### config.mk
export PLATFORM = sky130hd
export DESIGN_NAME = jcdm_lane
export DESIGN_NICKNAME = d
export VERILOG_FILES = /design/src/design/jcdm_pkg.sv /design/src/design/jcdm_lane.sv
export SDC_FILE = /design/constraint.sdc
export NUM_CORES = 2
export LEC_CHECK = 0
export BUFFER_PORTS_ARGS = -buffer_cell sky130_fd_sc_hd__buf_2
export CELL_PAD_IN_SITES_DETAIL_PLACEMENT = 1
export CELL_PAD_IN_SITES_GLOBAL_PLACEMENT = 1
export CORE_MARGIN = 2
export CORE_UTILIZATION = 35
export CTS_BUF_LIST = sky130_fd_sc_hd__clkbuf_16
export CTS_CLUSTER_SIZE = 40
export DETAILED_ROUTE_END_ITERATION = 8
export PLACE_DENSITY_LB_ADDON = 0.2
export SETUP_SLACK_MARGIN = 0.5
export SYNTH_ARGS = -nofsm -noshare
export SYNTH_HDL_FRONTEND = slang
export SYNTH_SLANG_ARGS = --single-unit
### constraint.sdc
create_clock -name clk -period 11.1 [get_ports clk]
set_clock_uncertainty 0.1 [all_clocks]
set_input_delay 0.555 -clock clk [delete_from_list [all_inputs] [get_ports clk]]
set_output_delay 0.555 -clock clk [all_outputs]
set_load 0.05 [all_outputs]
### src/design/jcdm_pkg.sv
// Shared constants, register codes and width helpers for the joystick mapper.
// No dependencies; used by the interfaces, the lane and the top level.
`timescale 1ns / 1ps
package jcdm_pkg;

	localparam int DEF_SAMPLE_BITS = 10;
	localparam int CFG_IDX_BITS = 3;
	localparam logic [7:0] DZ_RESET = 8'd15;
	localparam logic [7:0] MARGIN_RESET = 8'd10;
	localparam logic [7:0] FULL_SCALE = 8'd255;
	localparam logic [7:0] MID_SCALE = 8'd128;
	localparam logic [7:0] UPPER_GAIN = 8'd127;

	typedef enum logic [CFG_IDX_BITS-1:0] {
		REG_THROTTLE_CAL = 3'd0,
		REG_AXIS_TWO_CAL = 3'd1,
		REG_AXIS_THREE_CAL = 3'd2,
		REG_AXIS_FOUR_CAL = 3'd3,
		REG_DEADZONE = 3'd4,
		REG_END_MARGIN = 3'd5
	} cfg_reg_t;

	// numerator magnitude bits: 8-bit gain times a (bits+1)-bit difference
	function automatic int num_bits(input int bits);
		return bits + 9;
	endfunction

	// lane stage count: clamp, segment select, gain, one stage per quotient bit, output
	function automatic int lat_of(input int bits);
		return num_bits(bits) + 4;
	endfunction

endpackage

### src/design/jcdm_lane.sv
// One axis datapath: clamp, segment select, gain, pipelined restoring divider,
// floor fix, saturation and optional inversion. Depends on jcdm_pkg.
`timescale 1ns / 1ps
module jcdm_lane
	import jcdm_pkg::*;
#(
	parameter int SAMPLE_BITS = DEF_SAMPLE_BITS,
	parameter bit THROTTLE = 1'b0,
	parameter bit INVERT = 1'b0,
	parameter logic [7:0] DZ_VALUE = MID_SCALE
) (
	input logic clk,
	input logic en,
	input logic [SAMPLE_BITS-1:0] sample,
	input logic [SAMPLE_BITS-1:0] cal_min,
	input logic [SAMPLE_BITS-1:0] cal_max,
	input logic [SAMPLE_BITS-1:0] cal_ctr,
	input logic [7:0] dz,
	input logic [7:0] margin,
	output logic [7:0] value
);
	localparam int DW = SAMPLE_BITS + 2;
	localparam int DMW = SAMPLE_BITS + 1;
	localparam int NMW = num_bits(SAMPLE_BITS);
	localparam int QW = NMW + 2;

	typedef logic signed [DW-1:0] sv_t;

	typedef struct packed {
		logic force_hit;
		logic [7:0] fval;
		logic neg;
		logic [7:0] lo_y;
		logic [DMW-1:0] dmag;
	} carry_t;

	// stage 1: deadzone test and clamp
	sv_t s, mn, mx, c, top, sc, dzx, mgx;
	logic upper, f1;
	logic [7:0] fv1;

	always_comb begin
		s = sv_t'({2'b00, sample});
		mn = sv_t'({2'b00, cal_min});
		mx = sv_t'({2'b00, cal_max});
		c = sv_t'({2'b00, cal_ctr});
		dzx = sv_t'({{(DW-8){1'b0}}, dz});
		mgx = sv_t'({{(DW-8){1'b0}}, margin});
		upper = 1'b0;
		if (THROTTLE) begin
			top = mx - dzx;
			sc = s;
			f1 = (s >= top);
			fv1 = FULL_SCALE;
		end else begin
			top = mx - mgx;
			sc = (s > top) ? top : s;
			if (sc < mn)
				sc = mn;
			upper = (sc > c);
			f1 = (s <= c + dzx) && (s >= c - dzx);
			fv1 = DZ_VALUE;
		end
	end

	sv_t sc_s1, top_s1;
	logic upper_s1, force_s1;
	logic [7:0] fval_s1;

	always_ff @(posedge clk) begin
		if (en) begin
			sc_s1 <= sc;
			top_s1 <= top;
			upper_s1 <= upper;
			force_s1 <= f1;
			fval_s1 <= fv1;
		end
	end

	// stage 2: pick the segment, form difference and span
	sv_t lo_x, hi_x, nd, sp;
	logic [7:0] k, lo_y, hi_y, fv2;
	logic f2;

	always_comb begin
		if (THROTTLE) begin
			lo_x = mn;
			hi_x = top_s1;
			k = FULL_SCALE;
			lo_y = 8'd0;
			hi_y = FULL_SCALE;
		end else if (upper_s1) begin
			lo_x = c;
			hi_x = top_s1;
			k = UPPER_GAIN;
			lo_y = MID_SCALE;
			hi_y = FULL_SCALE;
		end else begin
			lo_x = mn;
			hi_x = c;
			k = MID_SCALE;
			lo_y = 8'd0;
			hi_y = MID_SCALE;
		end
		nd = sc_s1 - lo_x;
		sp = hi_x - lo_x;
		f2 = force_s1;
		fv2 = fval_s1;
		// zero span gives the segment's upper end
		if (!force_s1 && sp == '0) begin
			f2 = 1'b1;
			fv2 = hi_y;
		end
	end

	sv_t nd_s2, sp_s2;
	logic [7:0] k_s2, lo_y_s2, fval_s2;
	logic force_s2;

	always_ff @(posedge clk) begin
		if (en) begin
			nd_s2 <= nd;
			sp_s2 <= sp;
			k_s2 <= k;
			lo_y_s2 <= lo_y;
			force_s2 <= f2;
			fval_s2 <= fv2;
		end
	end

	// stage 3: magnitudes and gain
	sv_t nd_abs, sp_abs;
	logic [NMW-1:0] num;
	carry_t c3;

	always_comb begin
		nd_abs = nd_s2[DW-1] ? -nd_s2 : nd_s2;
		sp_abs = sp_s2[DW-1] ? -sp_s2 : sp_s2;
		num = NMW'(k_s2 * nd_abs[DMW-1:0]);
		c3.force_hit = force_s2;
		c3.fval = fval_s2;
		c3.neg = nd_s2[DW-1] ^ sp_s2[DW-1];
		c3.lo_y = lo_y_s2;
		c3.dmag = sp_abs[DMW-1:0];
	end

	carry_t carry_sd [NMW+1];
	logic [DMW-1:0] rem_sd [NMW+1];
	logic [NMW-1:0] nq_sd [NMW+1];

	always_ff @(posedge clk) begin
		if (en) begin
			carry_sd[0] <= c3;
			rem_sd[0] <= '0;
			nq_sd[0] <= num;
		end
	end

	// one quotient bit per stage
	for (genvar i = 0; i < NMW; i++) begin : g_div
		logic [DMW:0] t, d;
		logic ge;
		logic [DMW:0] diff;

		always_comb begin
			t = {rem_sd[i], nq_sd[i][NMW-1]};
			d = {1'b0, carry_sd[i].dmag};
			ge = (t >= d);
			diff = ge ? (t - d) : t;
		end

		always_ff @(posedge clk) begin
			if (en) begin
				carry_sd[i+1] <= carry_sd[i];
				rem_sd[i+1] <= diff[DMW-1:0];
				nq_sd[i+1] <= {nq_sd[i][NMW-2:0], ge};
			end
		end
	end

	// floor correction, offset, saturation
	logic signed [QW-1:0] qs, r;
	logic [7:0] v;

	always_comb begin
		qs = $signed({2'b00, nq_sd[NMW]});
		if (carry_sd[NMW].neg)
			qs = -(qs + QW'(rem_sd[NMW] != '0));
		r = qs + $signed({{(QW-8){1'b0}}, carry_sd[NMW].lo_y});
		if (r < 0)
			v = 8'd0;
		else if (r > $signed(QW'(FULL_SCALE)))
			v = FULL_SCALE;
		else
			v = r[7:0];
		if (carry_sd[NMW].force_hit)
			v = carry_sd[NMW].fval;
		if (INVERT)
			v = ~v;
	end

	logic [7:0] value_s4;

	always_ff @(posedge clk) begin
		if (en)
			value_s4 <= v;
	end

	assign value = value_s4;

endmodule

# After elaboration in Yosys (flattened, before gate mapping)
# Memories as Yosys holds them, arrays and structs flattened.
# Cells that the tools add are included.
[classes] n_addsub=29 n_mul=1 magnitude_cmp=26 muxes=34 bitwise_logic=1 reduce_logical=5
[op_table] op="11-bit 2-to-1 mux" count=21
[op_table] op="12-bit by 11-bit greater-or-equal comparator with 1-bit output" count=19
[op_table] op="11-bit subtractor" count=19
[op_table] op="8-bit 2-to-1 mux" count=5
[op_table] op="12-bit 2-to-1 mux" count=3
[op_table] op="12-bit subtractor" count=2
[op_table] op="11-bit negator" count=2
[op_table] op="10-bit by 8-bit subtractor with 11-bit output" count=2
[op_table] op="21-bit by 9-bit adder with 21-bit output" count=1
[op_table] op="21-bit by 9-bit greater-than comparator with 1-bit output (second input constant)" count=1
[op_table] op="21-bit by 1-bit less-than comparator with 1-bit output (second input constant)" count=1
[op_table] op="21-bit 2-to-1 mux" count=1
[op_table] op="20-bit negator with 21-bit output" count=1
[op_table] op="19-bit by 1-bit adder with 20-bit output" count=1
[op_table] op="8-bit by 11-bit multiplier with 19-bit output" count=1
[op_table] op="12-bit by 11-bit greater-than comparator with 1-bit output" count=1
[op_table] op="12-bit zero test" count=1
[op_table] op="12-bit by 11-bit less-than comparator with 1-bit output" count=1
[op_table] op="10-bit by 8-bit adder with 11-bit output" count=1
[op_table] op="11-bit greater-or-equal comparator" count=1
[op_table] op="11-bit greater-than comparator" count=1
[op_table] op="10-bit by 11-bit less-or-equal comparator with 1-bit output" count=1
[op_table] op="11-bit nonzero test" count=1
[op_table] op="10-bit 2-to-1 mux" count=1
[op_table] op="other kinds (5)" count=7
[totals] reg_bits=82 ramBits=1180 output_inout_bits=8 memories=3
[memory_table] name="carry_sd" depth=20 width=29 rd=20 rd_clocked_by_memory_dff=0 write_ports=20 line="jcdm_lane.sv:147" rtl="carry_t carry_sd [NMW+1];"
[memory_table] name="nq_sd" depth=20 width=19 rd=20 rd_clocked_by_memory_dff=0 write_ports=20 line="jcdm_lane.sv:149" rtl="logic [NMW-1:0] nq_sd [NMW+1];"
[memory_table] name="rem_sd" depth=20 width=11 rd=20 rd_clocked_by_memory_dff=0 write_ports=20 line="jcdm_lane.sv:148" rtl="logic [DMW-1:0] rem_sd [NMW+1];"

# Longest topological paths before layout
# An unclocked memory read counts as a cell.
[logic_depth] ltp_word=10 depth_mapped=45

# Worst setup path after synthesis
# OpenSTA, ideal clock, no wires.
[synth_timing] path_kind="in2reg" from="in margin[1]" to="reg upper_s1, data pin" setup_time_ns=0.260 arrival_time_ns=7.262 required_ns=10.740 path_slack_ns=3.478 stages=41 path_cell_list="inv_1 ha_1 nor2b_1 o21a_1 o21a_1 o31a_1 o21ai_1 nor2b_1 xnor2_1 inv_1 ha_1 nand3_1 a21oi_1 a21oi_1 o211ai_1 o22ai_1 a21boi_1 o31ai_1 (+5 left out) nor2b_1 o21ai_0 nand2b_1 a211oi_1 nand3_1 o211ai_1 ha_1 clkbuf_1 mux2_2 ha_1 a21oi_1 nor2b_1 o21ai_0 nand2b_1 a21oi_1 nor2_1 a211oi_1 nor3_1"
[synth_via] elab_chain_len=6
[synth_rtl] item="start: declaration" line="jcdm_lane.sv:19" rtl="input logic [7:0] margin,"
[synth_rtl] item="10-bit by 8-bit subtractor with 11-bit output (*)" line="jcdm_lane.sv:56" rtl="top = mx - mgx;"
[synth_rtl] item="named net top[7]" line="jcdm_lane.sv:38" rtl="sv_t s, mn, mx, c, top, sc, dzx, mgx;"
[synth_rtl] item="11-bit greater-than comparator" line="jcdm_lane.sv:57" rtl="sc = (s > top) ? top : s;"
[synth_rtl] item="12-bit 2-to-1 mux (*)" line="jcdm_lane.sv:57"
[synth_rtl] item="12-bit by 11-bit less-than comparator with 1-bit output" line="jcdm_lane.sv:58" rtl="if (sc < mn)"
[synth_rtl] item="12-bit 2-to-1 mux (*)" line="jcdm_lane.sv:58"
[synth_rtl] item="named net sc[3]" line="jcdm_lane.sv:38"
[synth_rtl] item="12-bit by 11-bit greater-than comparator with 1-bit output (*)" line="jcdm_lane.sv:60" rtl="upper = (sc > c);"
[synth_rtl] item="named net upper" line="jcdm_lane.sv:39" rtl="logic upper, f1;"
[synth_rtl] item="end signal: assignment" line="jcdm_lane.sv:74" rtl="upper_s1 <= upper;"
[synth_rtl] item="end: declaration" line="jcdm_lane.sv:67" rtl="logic upper_s1, force_s1;"
# The timed path passes the listed nets; every way through them passes the cells marked *.
# A chain may end at the register's enable or synchronous reset.

# Worst setup path after layout
# Same ends and word-level chain as after synthesis.

==> results.sh <==
export IMPL_io_pins=66
export IMPL_ys_ff_latch=938
export IMPL_finalSetupViolations=0
export IMPL_yosys_mux_area_fraction_pct=5.03
export IMPL_synth_top_family_by_area="adder cells"
export IMPL_ir_drop_mv=0.269
export IMPL_die_area_um2=136000
export IMPL_slowest_stage="ha_1"
export IMPL_fin_crit_sh_pct=71.4
export IMPL_wl_um=86300
export IMPL_core_um2=132000
export IMPL_crit_type="in -> reg"
export IMPL_hold_violations=0
export IMPL_r2r_start="nd_s2[2]"
export IMPL_critPathTopFamily="compound AO/OA/AOI/OAI gates"
export IMPL_fin_crit_ps=7930
export IMPL_crit_start="margin[1]"
export IMPL_drc=0
export IMPL_cp_num_buf_inv=4
export IMPL_netlist_top_cells_count="edfxtp_1 (938), inv_1 (498), ha_1 (354)"
export IMPL_setup_tns_final_ps=0
export IMPL_gp_congestion=0.772
export IMPL_placed_cell_area_um2=49300
export IMPL_ys_seq_area_share_pct=60.4
export IMPL_grt_max_degree=179
export IMPL_place_port_buffers=65
export IMPL_root_buffer="clkbuf_16"
export IMPL_synthAdderAreaFrac_pct=12.8
export IMPL_rows=133
export IMPL_pre_cts_ws_ps=2410
export IMPL_crit_path_end_kind="flop"
export IMPL_netlist_top_cells_area="edfxtp_1 (60%), ha_1 (9.5%), inv_1 (4.0%), mux2_2 (3.7%), fa_1 (3.3%)"
export IMPL_hold_path_startpoint="cal_min[0]"
export IMPL_gr_usage_all_layers_pct=13.0
export IMPL_p_per_area_nw_per_um2=283
export IMPL_tightest_slew_ps=1190
export IMPL_finalMaxSlewViolations=0
export IMPL_swShare_pct=34.0
export IMPL_p_comb_share_pct=41.3
export IMPL_synth_compound_area_share_pct=7.82
export IMPL_final_antenna_net_count=0
export IMPL_h_tree_depth=3
export IMPL_via_count=25708
export IMPL_syn_inst=3484
export IMPL_vias_per_cell=4.69
export IMPL_status="complete, no violations"
export IMPL_drtPass1Iterations=7
export IMPL_yosys_warnings=0
export IMPL_crit_path_start_kind="primary input"
export IMPL_diodes=0
export IMPL_die_w_um=369
export IMPL_p_int_mw=9.82
export IMPL_synth_top_area_share_pct=60.4
export IMPL_grt_overflow=0
export IMPL_drive_gt1_share_pct=11.1
export IMPL_cts_repair_resized=0
export IMPL_reg2reg_slack_ps=4370
export IMPL_p_clk_share_pct=22.5
export IMPL_worst_slack_ps=3170
export IMPL_clkSlewWorstSetupHoldPaths_ps=60
export IMPL_ys_types=72
export IMPL_cts_buffer_depth=3
export IMPL_syn_to_final_growth_pct=12.8
export IMPL_clk_latency_ps=700
export IMPL_syn_num_nets=3973
export IMPL_grt_pass1_vias=27786
export IMPL_hold_class="in -> reg"
export IMPL_fillers=13786
export IMPL_grt_pass1_wl_um=143000
export IMPL_cp_slowest_stage_delay_ps=420
export IMPL_synthFlopType="edfxtp_1"
export IMPL_numCtsBuffers=100
export IMPL_clock_sinks=938
export IMPL_cts_setup_buffers=0
export IMPL_seqPwrFrac_pct=36.2
export IMPL_synthArstFlopShare_pct=0
export IMPL_cp_arrival_ps=8270
export IMPL_start_util_pct=35.4
export IMPL_cp_required_ps=11450
export IMPL_drtIter0Drc=1062
export IMPL_cts_tree="done"
export IMPL_synth_simple_gate_area_share_pct=6.83
export IMPL_p_switching_mw=5.06
export IMPL_post_synth_cell_area_avg_um2=13.4
export IMPL_synth_xor_area_share_pct=2.84
export IMPL_hpwl_um=62800
export IMPL_antenna_found_initial=3
export IMPL_grt_setup_unrepaired="false"
export IMPL_relSlewSlack_pct=20.2
export IMPL_post_route_cell_area_um2=52600
export IMPL_synth_edf_count=938
export IMPL_wl_per_cell_um=15.7
export IMPL_yosysTopAreaCell="edfxtp_1"
export IMPL_power_leakage_nw=21.1
export IMPL_cts_hold_buffers_added=0
export IMPL_yosysMostFrequentCell="edfxtp_1"
export IMPL_crit_fanout=12
export IMPL_fin_nets=4136
export IMPL_post_route_util_pct=39.9
export IMPL_die_h_um=369
export IMPL_fmax_mhz=126
export IMPL_netlist_area_um2=46600
export IMPL_drv_cap=0
-- cell type report --
class	instances	area, µm²	share of cell area [%]
Clock inverter	83	772	1.47
Tap cell	1755	2200	4.17
Multi-Input combinational cell	2015	16500	31.3
Clock buffer	101	2530	4.80
Sequential cell	938	28200	53.5
Timing Repair Buffer	94	603	1.15
Inverter	498	1870	3.55
-- final timing paths --
kind / end / cells past startpoint
setup / recovery: upper_s1 / 44
hold / removal: sc_s1[0] / 3
setup reg to reg: nq_sd[0][18] / 19
hold reg to reg: nq_sd[2][41] / 0
-- tightest hold or removal path: stages --
cell,delay (ps)
buf_2,100
nand2_1,60
o21ai_1,100
-- metal layers --
| metal | up-vias | GRT usage, % | wire [µm] | share of wire, % |
|---|---|---|---|---|
| li1 | 12822 | - | - | - |
| met1 | 12536 | 15.4 | 37200 | 43 |
| met2 | 228 | 23.7 | 44600 | 52 |
| met3 | 116 | 2.30 | 2590 | 3.0 |
| met4 | 6 | 3.93 | 1940 | 2.2 |
| met5 | - | 0 | 34 | 0.039 |
-- metrics by stage --
step,cells,hold WS [ps],total power [mW]
after floorplan,3484,300,10.1
after global placement,5300,300,11.5
after detailed placement,5300,305,11.7
after CTS,5484,75.2,15.2
after global routing,5484,105,16.2
final,5484,146,14.9
-- power groups by stage --
stage | logic [mW] | registers (mW) | clock network (mW)
5_1_grt | 7.11 | 5.47 | 3.60
2_1_floorplan | 4.82 | 5.31 | 0
6_report | 6.15 | 5.38 | 3.34
4_1_cts | 6.32 | 5.40 | 3.47
3_3_place_gp | 6.08 | 5.46 | 0
3_5_place_dp | 6.26 | 5.47 | 0
-- cell families (layout without fill, tap and decap cells) --
family,Yosys count,after routing
AOI/OAI and AO/OA,558,558
xor gates and xnor gates,151,151
adders and majority gates,431,431
buffers and inverters,531,776
DFF,938,938
muxes,214,214
and+or+nand+nor,661,661
-- placed cells by master, fill, tap and decap left out, types with 55 or more instances in the layout --
cell	synthesis	layout
nand2b_1	55	55
fa_1	77	77
o21ai_0	147	147
ha_1	354	354
xnor2_1	94	94
a21oi_1	85	85
mux2_2	155	155
a21boi_0	83	83
nor2_1	244	244
inv_1	498	511
a21o_1	73	73
edfxtp_1	938	938
buf_2	1	64
nand2_1	142	142
xor2_1	57	57
nor2b_1	58	58
clkbuf_16	0	101
-- flip-flops by register name (all words and copies together) (netlist names) --
signal and count:
k_s2 2, force_s1 1, fval_s2 1, sc_s1 11
value 8, rem_sd 209, carry_sd 289, sp_s2 12
force_s2 1, nd_s2 12, top_s1 11, nq_sd 380
upper_s1 1
(Power assumes the default switching activity.)
